## config.mk

```make
export PLATFORM = sky130hd
export DESIGN_NAME = audio_energy_beat_detector_flat
export DESIGN_NICKNAME = d
export VERILOG_FILES = /design/src/rtl/aebd_pkg.sv /design/src/rtl/aebd_if.sv /design/src/rtl/aebd_front.sv /design/src/rtl/aebd_queue.sv /design/src/rtl/aebd_back.sv /design/src/rtl/audio_energy_beat_detector.sv /design/src/flat_wrapper.sv
export SDC_FILE = /design/constraint.sdc
export NUM_CORES = 2
export LEC_CHECK = 0
export BUFFER_PORTS_ARGS = -buffer_cell sky130_fd_sc_hd__buf_2
export CORE_AREA = 2 2 287 573
export CTS_CLUSTER_DIAMETER = 120
export DETAILED_ROUTE_END_ITERATION = 8
export DIE_AREA = 0 0 289 575
export PLACE_DENSITY_LB_ADDON = 0.15
export SETUP_SLACK_MARGIN = 0.1
export SLEW_MARGIN = 0
export SYNTH_ARGS = -nofsm -noshare
export SYNTH_HDL_FRONTEND = slang
export SYNTH_SLANG_ARGS = --single-unit
```

## constraint.sdc

```tcl
create_clock -name clk -period 7.2 [get_ports clk]
set_clock_uncertainty 0.2 [all_clocks]
set_input_delay 1.44 -clock clk [delete_from_list [all_inputs] [get_ports clk]]
set_output_delay 1.44 -clock clk [all_outputs]
set_load 0.01 [all_outputs]
```

## src/rtl/aebd_pkg.sv

```systemverilog
// ----------------------------------------------------------------------------
// aebd_pkg
// shared widths, reset values, register indexes and types of the audio energy
// beat detector
// ----------------------------------------------------------------------------
package aebd_pkg;

  localparam int MAX_BLOCK_DEFAULT = 2048;
  localparam int QUEUE_DEPTH       = 2;

  localparam int SAMPLE_W    = 16;
  localparam int ENERGY_W    = 16;
  localparam int WEIGHT_W    = 16;
  localparam int THRESH_W    = 10;
  localparam int HUE_W       = 12;
  localparam int CFG_INDEX_W = 8;
  localparam int CFG_DATA_W  = 16;

  localparam int ENERGY_FULL = 32768;

  localparam logic [HUE_W-1:0]    HUE_STEP     = 12'd3;
  localparam logic [HUE_W-1:0]    HUE_WRAP     = 12'd3600;
  localparam logic [WEIGHT_W-1:0] WEIGHT_RESET = 16'd6554;
  localparam logic [THRESH_W-1:0] THRESH_RESET = 10'd358;

  typedef enum logic [CFG_INDEX_W-1:0] {
    REG_SMOOTHING_WEIGHT = 8'd0,
    REG_BEAT_THRESHOLD   = 8'd1
  } cfg_reg_t;

  typedef struct packed {
    logic [WEIGHT_W-1:0] weight;
    logic [THRESH_W-1:0] threshold;
  } aebd_cfg_t;

endpackage

```

## src/rtl/aebd_if.sv

```systemverilog
// ----------------------------------------------------------------------------
// aebd channel interfaces
// sample, result and register write channels with valid/ready handshakes
// ----------------------------------------------------------------------------
interface aebd_sample_if import aebd_pkg::*; ();
  logic                       valid;
  logic                       ready;
  logic signed [SAMPLE_W-1:0] sample;
  logic                       last;

  modport source (output valid, output sample, output last, input ready);
  modport sink   (input valid, input sample, input last, output ready);
endinterface

interface aebd_result_if import aebd_pkg::*; ();
  logic                valid;
  logic                ready;
  logic [ENERGY_W-1:0] energy;
  logic [ENERGY_W-1:0] average;
  logic                beat;
  logic [HUE_W-1:0]    hue_tenths;

  modport source (output valid, output energy, output average, output beat,
                  output hue_tenths, input ready);
  modport sink   (input valid, input energy, input average, input beat,
                  input hue_tenths, output ready);
endinterface

interface aebd_cfg_if import aebd_pkg::*; ();
  logic                   valid;
  logic                   ready;
  logic [CFG_INDEX_W-1:0] index;
  logic [CFG_DATA_W-1:0]  data;

  modport source (output valid, output index, output data, input ready);
  modport sink   (input valid, input index, input data, output ready);
endinterface

```

## src/rtl/aebd_front.sv

```systemverilog
// ----------------------------------------------------------------------------
// aebd_front
// accumulates sample magnitudes and counts, closes a block on last or on a
// full block and hands the block totals to the queue
// ----------------------------------------------------------------------------
module aebd_front import aebd_pkg::*; #(
  parameter int MAX_BLOCK = MAX_BLOCK_DEFAULT,
  localparam int CW = $clog2(MAX_BLOCK + 1),
  localparam int SW = SAMPLE_W + CW
) (
  input  logic          clk,
  input  logic          rst,
  aebd_sample_if.sink   samples,
  output logic          push_valid,
  input  logic          push_ready,
  output logic [SW-1:0] push_sum,
  output logic [CW-1:0] push_count
);

  logic [SW-1:0]       sum;
  logic [CW-1:0]       count;
  logic [SAMPLE_W:0]   mag;
  logic [SW-1:0]       sum_next;
  logic [CW-1:0]       count_next;
  logic                close;
  logic                take;

  assign mag = samples.sample[SAMPLE_W-1]
             ? ((SAMPLE_W+1)'(1) << SAMPLE_W) - {1'b0, samples.sample}
             : {1'b0, samples.sample};

  assign sum_next   = sum + SW'(mag);
  assign count_next = count + CW'(1);
  assign close      = samples.last | (count_next == CW'(MAX_BLOCK));

  assign samples.ready = push_ready;
  assign take          = samples.valid & samples.ready;

  assign push_valid = take & close;
  assign push_sum   = sum_next;
  assign push_count = count_next;

  always_ff @(posedge clk) begin
    if (rst) begin
      sum   <= '0;
      count <= '0;
    end else if (take) begin
      if (close) begin
        sum   <= '0;
        count <= '0;
      end else begin
        sum   <= sum_next;
        count <= count_next;
      end
    end
  end

endmodule

```

## src/rtl/aebd_queue.sv

```systemverilog
// ----------------------------------------------------------------------------
// aebd_queue
// short fifo of closed block totals between the front and back parts
// ----------------------------------------------------------------------------
module aebd_queue import aebd_pkg::*; #(
  parameter int W = 32,
  localparam int PW = (QUEUE_DEPTH > 1) ? $clog2(QUEUE_DEPTH) : 1,
  localparam int NW = $clog2(QUEUE_DEPTH + 1)
) (
  input  logic         clk,
  input  logic         rst,
  input  logic         push,
  input  logic [W-1:0] push_data,
  output logic         not_full,
  input  logic         pop,
  output logic         not_empty,
  output logic [W-1:0] pop_data
);

  logic [W-1:0]  mem [QUEUE_DEPTH];
  logic [PW-1:0] wr_ptr;
  logic [PW-1:0] rd_ptr;
  logic [NW-1:0] fill;

  assign not_full  = fill != NW'(QUEUE_DEPTH);
  assign not_empty = fill != '0;
  assign pop_data  = mem[rd_ptr];

  always_ff @(posedge clk) begin
    if (push) begin
      mem[wr_ptr] <= push_data;
    end
  end

  always_ff @(posedge clk) begin
    if (rst) begin
      wr_ptr <= '0;
      rd_ptr <= '0;
      fill   <= '0;
    end else begin
      if (push) begin
        wr_ptr <= (wr_ptr == PW'(QUEUE_DEPTH - 1)) ? '0 : wr_ptr + PW'(1);
      end
      if (pop) begin
        rd_ptr <= (rd_ptr == PW'(QUEUE_DEPTH - 1)) ? '0 : rd_ptr + PW'(1);
      end
      if (push & ~pop) begin
        fill <= fill + NW'(1);
      end else if (pop & ~push) begin
        fill <= fill - NW'(1);
      end
    end
  end

endmodule

```

## src/rtl/aebd_back.sv

```systemverilog
// ----------------------------------------------------------------------------
// aebd_back
// divides block totals to energy, updates the running average, decides the
// beat, advances the hue and holds the result register
// ----------------------------------------------------------------------------
module aebd_back import aebd_pkg::*; #(
  parameter int MAX_BLOCK = MAX_BLOCK_DEFAULT,
  localparam int CW  = $clog2(MAX_BLOCK + 1),
  localparam int SW  = SAMPLE_W + CW,
  localparam int SCW = $clog2(SW + 1)
) (
  input  logic          clk,
  input  logic          rst,
  input  aebd_cfg_t     cfg,
  input  logic          q_valid,
  input  logic [SW-1:0] q_sum,
  input  logic [CW-1:0] q_count,
  output logic          q_pop,
  aebd_result_if.source results
);

  typedef enum logic [6:0] {
    S_IDLE = 7'b0000001,
    S_DIV  = 7'b0000010,
    S_MULA = 7'b0000100,
    S_MULB = 7'b0001000,
    S_AVG  = 7'b0010000,
    S_THR  = 7'b0100000,
    S_CMP  = 7'b1000000
  } state_t;

  state_t                          state;
  logic [SCW-1:0]                  steps;
  logic [CW-1:0]                   rem;
  logic [SW-1:0]                   quo;
  logic [CW-1:0]                   divisor;
  logic [ENERGY_W-1:0]             energy;
  logic [ENERGY_W-1:0]             avg;
  logic [ENERGY_W+WEIGHT_W:0]      prod_a;
  logic [ENERGY_W+WEIGHT_W-1:0]    prod_b;
  logic [ENERGY_W+THRESH_W-1:0]    thr_prod;
  logic [HUE_W-1:0]                hue;
  logic                            out_valid;

  logic [CW:0]                     rem_sh;
  logic                            fits;
  logic [WEIGHT_W:0]               inv_w;
  logic [ENERGY_W+WEIGHT_W+1:0]    blend;
  logic [HUE_W-1:0]                hue_step;
  logic [HUE_W-1:0]                hue_next;
  logic                            beat_now;
  logic                            out_free;

  assign rem_sh   = {rem, quo[SW-1]};
  assign fits     = rem_sh >= {1'b0, divisor};
  assign inv_w    = (WEIGHT_W+1)'(1) << WEIGHT_W;
  assign blend    = {1'b0, prod_a} + {2'b0, prod_b};
  assign hue_step = hue + HUE_STEP;
  assign hue_next = (hue_step >= HUE_WRAP) ? hue_step - HUE_WRAP : hue_step;
  assign beat_now = {2'b0, energy, 8'b0} > thr_prod;
  assign out_free = ~out_valid | results.ready;
  assign q_pop    = (state == S_IDLE) & q_valid;

  assign results.valid = out_valid;

  always_ff @(posedge clk) begin
    if (rst) begin
      state     <= S_IDLE;
      steps     <= '0;
      avg       <= '0;
      hue       <= '0;
      out_valid <= 1'b0;
    end else begin
      if ((state == S_CMP) & out_free) begin
        out_valid <= 1'b1;
      end else if (results.ready) begin
        out_valid <= 1'b0;
      end
      case (state)
        S_IDLE: begin
          if (q_valid) begin
            steps <= SCW'(SW);
            state <= S_DIV;
          end
        end
        S_DIV: begin
          steps <= steps - SCW'(1);
          if (steps == SCW'(1)) begin
            state <= S_MULA;
          end
        end
        S_MULA: state <= S_MULB;
        S_MULB: state <= S_AVG;
        S_AVG: begin
          avg   <= blend[ENERGY_W+WEIGHT_W-1:WEIGHT_W];
          state <= S_THR;
        end
        S_THR: state <= S_CMP;
        S_CMP: begin
          if (out_free) begin
            hue   <= hue_next;
            state <= S_IDLE;
          end
        end
        default: state <= S_IDLE;
      endcase
    end
  end

  always_ff @(posedge clk) begin
    case (state)
      S_IDLE: begin
        rem     <= '0;
        quo     <= q_sum;
        divisor <= q_count;
      end
      S_DIV: begin
        rem <= fits ? CW'(rem_sh - {1'b0, divisor}) : rem_sh[CW-1:0];
        quo <= {quo[SW-2:0], fits};
      end
      S_MULA: begin
        energy <= quo[ENERGY_W-1:0];
        prod_a <= {{(WEIGHT_W+1){1'b0}}, avg}
                * {{ENERGY_W{1'b0}}, inv_w - {1'b0, cfg.weight}};
      end
      S_MULB: begin
        prod_b <= {{WEIGHT_W{1'b0}}, energy} * {{ENERGY_W{1'b0}}, cfg.weight};
      end
      S_THR: begin
        thr_prod <= {{THRESH_W{1'b0}}, avg} * {{ENERGY_W{1'b0}}, cfg.threshold};
      end
      S_CMP: begin
        if (out_free) begin
          results.energy     <= energy;
          results.average    <= avg;
          results.beat       <= beat_now;
          results.hue_tenths <= hue_next;
        end
      end
      default: ;
    endcase
  end

  ap_energy_range: assert property (@(posedge clk) disable iff (rst)
    (state == S_MULA) |-> (quo <= SW'(ENERGY_FULL)))
    else $error("block energy above full scale");

  ap_avg_range: assert property (@(posedge clk) disable iff (rst)
    avg <= ENERGY_W'(ENERGY_FULL))
    else $error("running average above full scale");

  ap_hue_range: assert property (@(posedge clk) disable iff (rst)
    hue < HUE_WRAP)
    else $error("hue out of range");

  ap_pop_starts_div: assert property (@(posedge clk) disable iff (rst)
    q_pop |=> (state == S_DIV))
    else $error("queue pop without division start");

  ap_result_from_cmp: assert property (@(posedge clk) disable iff (rst)
    $rose(out_valid) |-> $past(state == S_CMP))
    else $error("result loaded outside compare step");

endmodule

```

## src/rtl/audio_energy_beat_detector.sv

```systemverilog
// ----------------------------------------------------------------------------
// audio_energy_beat_detector
// block energy, running average, beat flag and hue from an audio sample stream
// ----------------------------------------------------------------------------
//  channel   direction  payload                                  transfer when
//  samples   in         sample[15:0] signed, last                valid & ready
//  results   out        energy, average, beat, hue_tenths        valid & ready
//  cfg       in         index[7:0], data[15:0]                   valid & ready
//
//  samples: one per cycle while the block queue has room
//  each closed block steps the back end through its idle state, the bit-serial
//  divider and the mula, mulb, avg, thr and cmp states
//  a two-entry queue of block totals lets samples flow during that work
//  a stalled result holds in the output register and stalls the back end
//  synchronous reset clears sums, average, hue and loads the register defaults
// ----------------------------------------------------------------------------
module audio_energy_beat_detector import aebd_pkg::*; #(
  parameter int MAX_BLOCK = MAX_BLOCK_DEFAULT
) (
  input  logic          clk,
  input  logic          rst,
  aebd_sample_if.sink   samples,
  aebd_result_if.source results,
  aebd_cfg_if.sink      cfg
);

  localparam int CW = $clog2(MAX_BLOCK + 1);
  localparam int SW = SAMPLE_W + CW;

  aebd_cfg_t        cfg_regs;
  logic             push_valid;
  logic             push_ready;
  logic [SW-1:0]    push_sum;
  logic [CW-1:0]    push_count;
  logic             q_valid;
  logic             q_pop;
  logic [SW+CW-1:0] q_data;

  assign cfg.ready = 1'b1;

  always_ff @(posedge clk) begin
    if (rst) begin
      cfg_regs.weight    <= WEIGHT_RESET;
      cfg_regs.threshold <= THRESH_RESET;
    end else if (cfg.valid) begin
      case (cfg.index)
        REG_SMOOTHING_WEIGHT: cfg_regs.weight    <= cfg.data[WEIGHT_W-1:0];
        REG_BEAT_THRESHOLD:   cfg_regs.threshold <= cfg.data[THRESH_W-1:0];
        default: ;
      endcase
    end
  end

  aebd_front #(
    .MAX_BLOCK (MAX_BLOCK)
  ) u_front (
    .clk        (clk),
    .rst        (rst),
    .samples    (samples),
    .push_valid (push_valid),
    .push_ready (push_ready),
    .push_sum   (push_sum),
    .push_count (push_count)
  );

  aebd_queue #(
    .W (SW + CW)
  ) u_queue (
    .clk       (clk),
    .rst       (rst),
    .push      (push_valid),
    .push_data ({push_sum, push_count}),
    .not_full  (push_ready),
    .pop       (q_pop),
    .not_empty (q_valid),
    .pop_data  (q_data)
  );

  aebd_back #(
    .MAX_BLOCK (MAX_BLOCK)
  ) u_back (
    .clk     (clk),
    .rst     (rst),
    .cfg     (cfg_regs),
    .q_valid (q_valid),
    .q_sum   (q_data[SW+CW-1:CW]),
    .q_count (q_data[CW-1:0]),
    .q_pop   (q_pop),
    .results (results)
  );

endmodule
```

## src/flat_wrapper.sv

```systemverilog
// flat-port wrapper written by rule: the top's interface ports become plain ports
module audio_energy_beat_detector_flat import aebd_pkg::*;
#(
  parameter int MAX_BLOCK = MAX_BLOCK_DEFAULT
)
  (clk, rst, samples_valid, samples_sample, samples_last, samples_ready, results_valid, results_energy, results_average, results_beat, results_hue_tenths, results_ready, cfg_valid, cfg_index, cfg_data, cfg_ready);
  aebd_sample_if samples_i ();
  aebd_result_if results_i ();
  aebd_cfg_if cfg_i ();
  input  logic clk;
  input  logic rst;
  input wire logic [$bits(samples_i.valid)-1:0] samples_valid;
  input wire logic [$bits(samples_i.sample)-1:0] samples_sample;
  input wire logic [$bits(samples_i.last)-1:0] samples_last;
  output wire logic [$bits(samples_i.ready)-1:0] samples_ready;
  output wire logic [$bits(results_i.valid)-1:0] results_valid;
  output wire logic [$bits(results_i.energy)-1:0] results_energy;
  output wire logic [$bits(results_i.average)-1:0] results_average;
  output wire logic [$bits(results_i.beat)-1:0] results_beat;
  output wire logic [$bits(results_i.hue_tenths)-1:0] results_hue_tenths;
  input wire logic [$bits(results_i.ready)-1:0] results_ready;
  input wire logic [$bits(cfg_i.valid)-1:0] cfg_valid;
  input wire logic [$bits(cfg_i.index)-1:0] cfg_index;
  input wire logic [$bits(cfg_i.data)-1:0] cfg_data;
  output wire logic [$bits(cfg_i.ready)-1:0] cfg_ready;
  assign samples_i.valid = samples_valid;
  assign samples_i.sample = samples_sample;
  assign samples_i.last = samples_last;
  assign samples_ready = samples_i.ready;
  assign results_valid = results_i.valid;
  assign results_energy = results_i.energy;
  assign results_average = results_i.average;
  assign results_beat = results_i.beat;
  assign results_hue_tenths = results_i.hue_tenths;
  assign results_i.ready = results_ready;
  assign cfg_i.valid = cfg_valid;
  assign cfg_i.index = cfg_index;
  assign cfg_i.data = cfg_data;
  assign cfg_ready = cfg_i.ready;
  audio_energy_beat_detector #(.MAX_BLOCK(MAX_BLOCK)) u_core (.clk(clk), .rst(rst), .samples(samples_i), .results(results_i), .cfg(cfg_i));
endmodule
```

# --- Word level (Yosys, flattened, before mapping) ---
# Memories as Yosys holds them, arrays and structs flattened. A register that Yosys moved wholly into a read port is not among the register bits.
# Cells that the tools add are included.
totals:
  ram_bits: 80
  reg_bits: 314
  mem_count: 1
  in_bits: 46
  output_inout_bits: 48
  wordCells: 101
classes:
  bitwise_logic: 11
  reduce_logical: 10
  magnitude_cmp: 3
  multipliers: 3
  n_addsub: 13
  n_eq_ne: 14
  n_mux: 23
memory_table:
  columns: ["name", "depth", "word_bits", "read_ports", "rd_clocked_by_memory_dff", "write_ports", "line", "source"]
  rows:
  - ["u_core.u_queue.mem", 2, 40, 1, 1, 1, "aebd_queue.sv:20", "logic [W-1:0] mem [QUEUE_DEPTH];"]
ops:
  columns: ["cell", "n"]
  rows:
  - ["28-bit one-hot mux with 2 select lines", 1]
  - ["7-bit one-hot mux with 7 select lines", 1]
  - ["12-bit 2-to-1 mux", 3]
  - ["17-bit by 16-bit subtractor with 17-bit output (first input constant)", 2]
  - ["32-bit adder", 1]
  - ["16-bit by 16-bit multiplier with 32-bit output", 1]
  - ["16-bit by 17-bit multiplier with 32-bit output", 1]
  - ["28-bit by 17-bit adder with 28-bit output", 1]
  - ["28-bit 2-to-1 mux", 1]
  - ["24-bit by 26-bit > comparator with 1-bit output", 1]
  - ["16-bit by 10-bit multiplier with 26-bit output", 1]
  - ["12-bit one-hot mux with 2 select lines", 1]
  - ["7-bit 2-to-1 mux", 3]
  - ["17-bit 2-to-1 mux", 1]
  - ["13-bit by 12-bit >= comparator with 1-bit output", 1]
  - ["12-bit by 1-bit adder with 12-bit output (second input constant)", 1]
  - ["12-bit by 2-bit adder with 12-bit output (second input constant)", 1]
  - ["12-bit == test (second input constant)", 1]
  - ["12-bit >= comparator (second input constant)", 1]
  - ["12-bit subtractor", 1]
  - ["12-bit subtractor (second input constant)", 1]
  - ["5-bit one-hot mux with 2 select lines", 1]
  - ["8-bit by 1-bit == test with 1-bit output (second input constant)", 1]
  - ["8-bit zero test", 1]
  - ["22 further kinds", 48]

# --- Logic depth before layout (Yosys ltp) ---
logic_depth:
  word_depth: 8
  depth_mapped: 31
  ltp_nobuf: 28

# --- Cells and area by module ---
# From an unflattened synthesis, not the netlist that was laid out.
hier_totals:
  cells_unflattened: 4201
  area_unflattened_um2: 40910.5
modules_own_cells:
  columns: ["mod", "n_inst", "cells_each", "seq_area_each_um2", "area_per_inst_um2"]
  rows:
  - ["aebd_back", 1, 3526, 6916.6, 33530.9]
  - ["aebd_front", 1, 408, 800.8, 3160.5]
  - ["aebd_queue", 1, 146, 2502.4, 3080.5]
  - ["audio_energy_beat_detector", 1, 121, 520.5, 1138.6]

# --- Worst setup path before layout ---
# Ideal clock, no wire load.
synth_path:
  path_kind: "reg2reg"
  start: "register u_core.cfg_regs[10] in the netlist's numbering"
  end: "register u_core.u_back.prod_a[30], data pin"
  stages_incl_launch_ff: 30
  arrival_time_ns: 7.146
  t_required_ns: 6.742
  setup_time_ns: 0.258
  period_less_slack_ns: 7.603
  n_path_buf: 4
  setup_slack_ns: -0.403
  cell_sequence: "dfxtp_1 > clkbuf_1 > clkbuf_1 > inv_1 > ha_1 > nand3b_1 > nor2_1 > xnor2_1 > clkbuf_1 > nand2_1 > fa_1 > fa_1 > fa_1 > inv_1 > fa_1 > fa_1 > inv_1 > fa_1 > inv_1 > ha_1 > buf_2 > a21oi_1 > nor2_1 > a2111oi_0 > o221a_2 > nand2_2 > a2111oi_2 > o21bai_1 > a21oi_1 > xnor2_1"
synth_via:
  elab_chain_cells: 2
synth_rtl:
  columns: ["item", "line", "source"]
  rows:
  - ["start, declared", "audio_energy_beat_detector.sv:30", "aebd_cfg_t cfg_regs;"]
  - ["17-bit by 16-bit subtractor with 17-bit output", "aebd_back.sv:124", "* {{ENERGY_W{1'b0}}, inv_w - {1'b0, cfg.weight}};"]
  - ["16-bit by 17-bit multiplier with 32-bit output", "aebd_back.sv:124", null]
  - ["end signal, assigned", "aebd_back.sv:123", "prod_a <= {{(WEIGHT_W+1){1'b0}}, avg}"]
  - ["end, declared", "aebd_back.sv:39", "logic [ENERGY_W+WEIGHT_W:0] prod_a;"]
# Every way passes these cells.
# A chain may end at the register's enable or synchronous reset.

# --- Final worst setup path ---
layout_path:
  start: "register u_core.cfg_regs[12] in the netlist's numbering"
  end: "register u_core.u_back.prod_a[30], data pin"
# Same word-level chain as after synthesis.

==> results.ini <==
[run_status]
outcome=complete, no violations

[logic_synthesis]
synth_nets=5016
syn-mean-instance-area_um2=9.79
synth_common_cells=652 x inv_1, 513 x fa_1, 506 x nand2_1, 351 x ha_1, 330 x and2_1
synth_fa_ha_area_share_pct=36.5
async_reset_ff_share_pct=0
synthMuxAreaShare_pct=1.66
synth_top_family_by_area=adder cells
synth-xor-area-share_pct=3.92
yosysMostFrequentCell=inv_1
yosysWarnings=0
yosysUniqueCellTypes=90
synth-edff-count=283
syn-cell-area_um2=40200
synth_area_leaders=fa_1 26%, edfxtp_1 21%, ha_1 11%
yosysSeqAreaShare_pct=26.7
synth_compound_area_share_pct=7.85
yosys_register_bits=395
synth-simple-area-share_pct=15.5
yosys.area.top_type=fa_1
synth_top_area_share_pct=25.6
netlist_instances=4106
yosys_most_used_dff=edfxtp_1

[power]
vdd_drop_max_mv=0.164
p_leak_nw=20.9
powerDensity_nw_per_um2=144
p_total_mw=6.72

[cts]
cts_buffer_depth=3
cts-buffers-inserted=47
cts_tree=built
cts_max_level=2
clkSinkCount=395
ctsHoldBuffers=0
insertion_delay_ns=0.63
cts-root-buf=clkbuf_16
clkTransAtPathRegs_ns=0.07

[drt]
drt.antenna.violating_nets=0
drcViolationCount=0
viasPerCell=4.45
routed_wl_mm=124
dr.pass1.iters=4
drtIter0Drc=839
wl_per_cell_um=19.2
vias=28600

[floorplanning]
initial_core_util_pct=24.9
core-area_um2=162000
pin_count=94
die_x_um=289
row_count=209
die_h_um=575
dieArea_um2=166000

[final_layout]
drive_above_1_share_pct=12.0
fin_area_um2=46700
nNetsFinal=5198
syn_to_final_growth_pct=16.2
nFillCells=17100

[grt]
grt_usage_pct=15.2
grt.overflow.total=0
gr-max-usage-layer=met2
grt_pass1_wl_mm=191
grt_pass1_vias=31900
use_met2_pct=31.9
grt_start_max_net_pins=68
use_met1_pct=14.8
grt_antenna_before_repair=6
use_met3_pct=1.48

[placement]
gp_congestion=0.813
dpl.hpwl_mm=100
placed_area_um2=44500
io_buffers=92

[timing]
setup_viol=0
rsz0062_at_grt=yes
drv_slew=0
maxSlewHeadroom_pct=27.2
fmax_mhz=140
hold_violations=0
fin_crit_ns=7.16
whs_ns=0.250
fin_crit_sh_pct=99.5
worst_slew_pin_slew_ns=1.09

[critical_path]
path_max_fanout=4
worstSetupEndpointType=flip-flop
arrival_ns=7.33
slowest_delay_ns=0.63
cp-start-kind=flip-flop
crit_type=flip-flop to flip-flop
critPathRequiredTime_ns=7.37
cpMaxStageDelayCell=fa_1
path_common_cell=fa_1

[flow_run]
maxCapViolCount=0

[hold_path]
hold_path_class=flip-flop to flip-flop

==> state kept, by name, indices dropped and copies added, names as in the netlist, 16 cells and up, named ones only <==
signal / count
u_core.u_queue.mem: 80
u_core.u_back.prod_a: 32
u_core.u_back.prod_b: 32
u_core.u_back.quo: 28
u_core.u_front.sum: 28
u_core.cfg_regs: 26
u_core.u_back.thr_prod: 26
u_core.u_back.avg: 16
u_core.u_back.energy: 16
u_core.u_back.results.average: 16
u_core.u_back.results.energy: 16
==> cell families after synthesis <==
kind of cell             count (synthesis)
AO/OA/AOI/OAI                          487
buffers and inverters                  833
adder cells (fa/ha/maj)                864
XOR/XNOR                               180
flip-flops                             395
other                                    2
multiplexers                            65
AND/OR/NAND/NOR                       1280
==> path summary, 6_finish.rpt <==
kind | start | end | slack, ns | cells after the start
max | u_core.cfg_regs[12] | u_core.u_back.prod_a[30] | 0.04 | 28
max reg2reg | u_core.cfg_regs[12] | u_core.u_back.prod_a[30] | 0.04 | 28
min reg2reg | u_core.u_back.quo[11] | u_core.u_back.energy[11] | 0.25 | 0
min | u_core.u_back.quo[11] | u_core.u_back.energy[11] | 0.25 | 0
==> worst max-delay path, delay by kind of cell (launching register included) <==
| family | cells | cell delay [ns] |
|---|---|---|
| AOI/OAI and AO/OA | 6 | 1.37 |
| xor gates and xnor gates | 2 | 0.27 |
| adders and majority gates | 7 | 3.35 |
| buffers and inverters | 5 | 0.44 |
| DFF | 1 | 0.33 |
| and+or+nand+nor | 8 | 0.93 |
==> cell usage in the layout, fill, tap and decap left out, types with 12 or more instances in the layout <==
cell type,instances
clkbuf_16,49
o21ai_0,59
a21o_1,49
dfxtp_1,108
xnor2_1,136
fa_1,511
a211o_1,20
nand3_1,61
edfxtp_1,283
o21a_1,15
mux2i_1,53
xor2_1,39
buf_12,16
a211oi_1,14
and2_1,328
nor2_1,180
nand2b_1,17
buf_4,198
nand4_1,26
a21oi_1,188
buf_2,91
mux2_2,12
and3_1,19
nor2b_1,26
inv_1,647
o31ai_1,12
nand2_1,498
nor3_1,34
o21bai_1,16
ha_1,344
==> timing repair <==
item / CTS / global route
gates resized for setup: 52 / 41
setup endpoints to repair: 19 / 20
setup buffers: 8 / 5
pin swaps: 38 / 25
cloned: 0 / 1
==> cell type report <==
type                    count  area [µm²]  area share, %
multi-input cells        2878       26800           57.5
clock buffers              58        1280           2.74
clock inverters            28         387          0.828
well taps                2110        2640           5.65
repair buffers            314        2360           5.06
inverters                 652        2450           5.24
flip-flops and latches    395       10700           23.0
diodes                      2        5.00         0.0107
==> metrics by stage <==
stage / utilization [%] / instances / setup TNS (ns) / setup slack (ns)
5_1_grt: 28.9 / 6436 / -1.28 / -0.308
2_1_floorplan: - / 4106 / 0 / 0.0869
4_1_cts: 28.8 / 6432 / -0.106 / -0.106
6_report: 28.9 / 6437 / 0 / 0.0369
3_3_place_gp: 27.5 / 6338 / -1.80 / -0.321
3_5_place_dp: 27.5 / 6338 / -2.06 / -0.370
==> routing by layer <==
metal / vias up / routed length [µm]
met1: 14500 / 42100
met5: - / 26
met2: 375 / 73900
met4: 4 / 4680
met3: 200 / 2880
li1: 13600 / -
==> where the power goes <==
group,internal [mW],switching [mW],leakage [nW]
clock network,1.56,1.10,0.807
registers,2.75,0.0999,3.55
logic,0.448,0.768,16.5
total,4.76,1.96,20.9
Power figures use the tool's default switching activity.
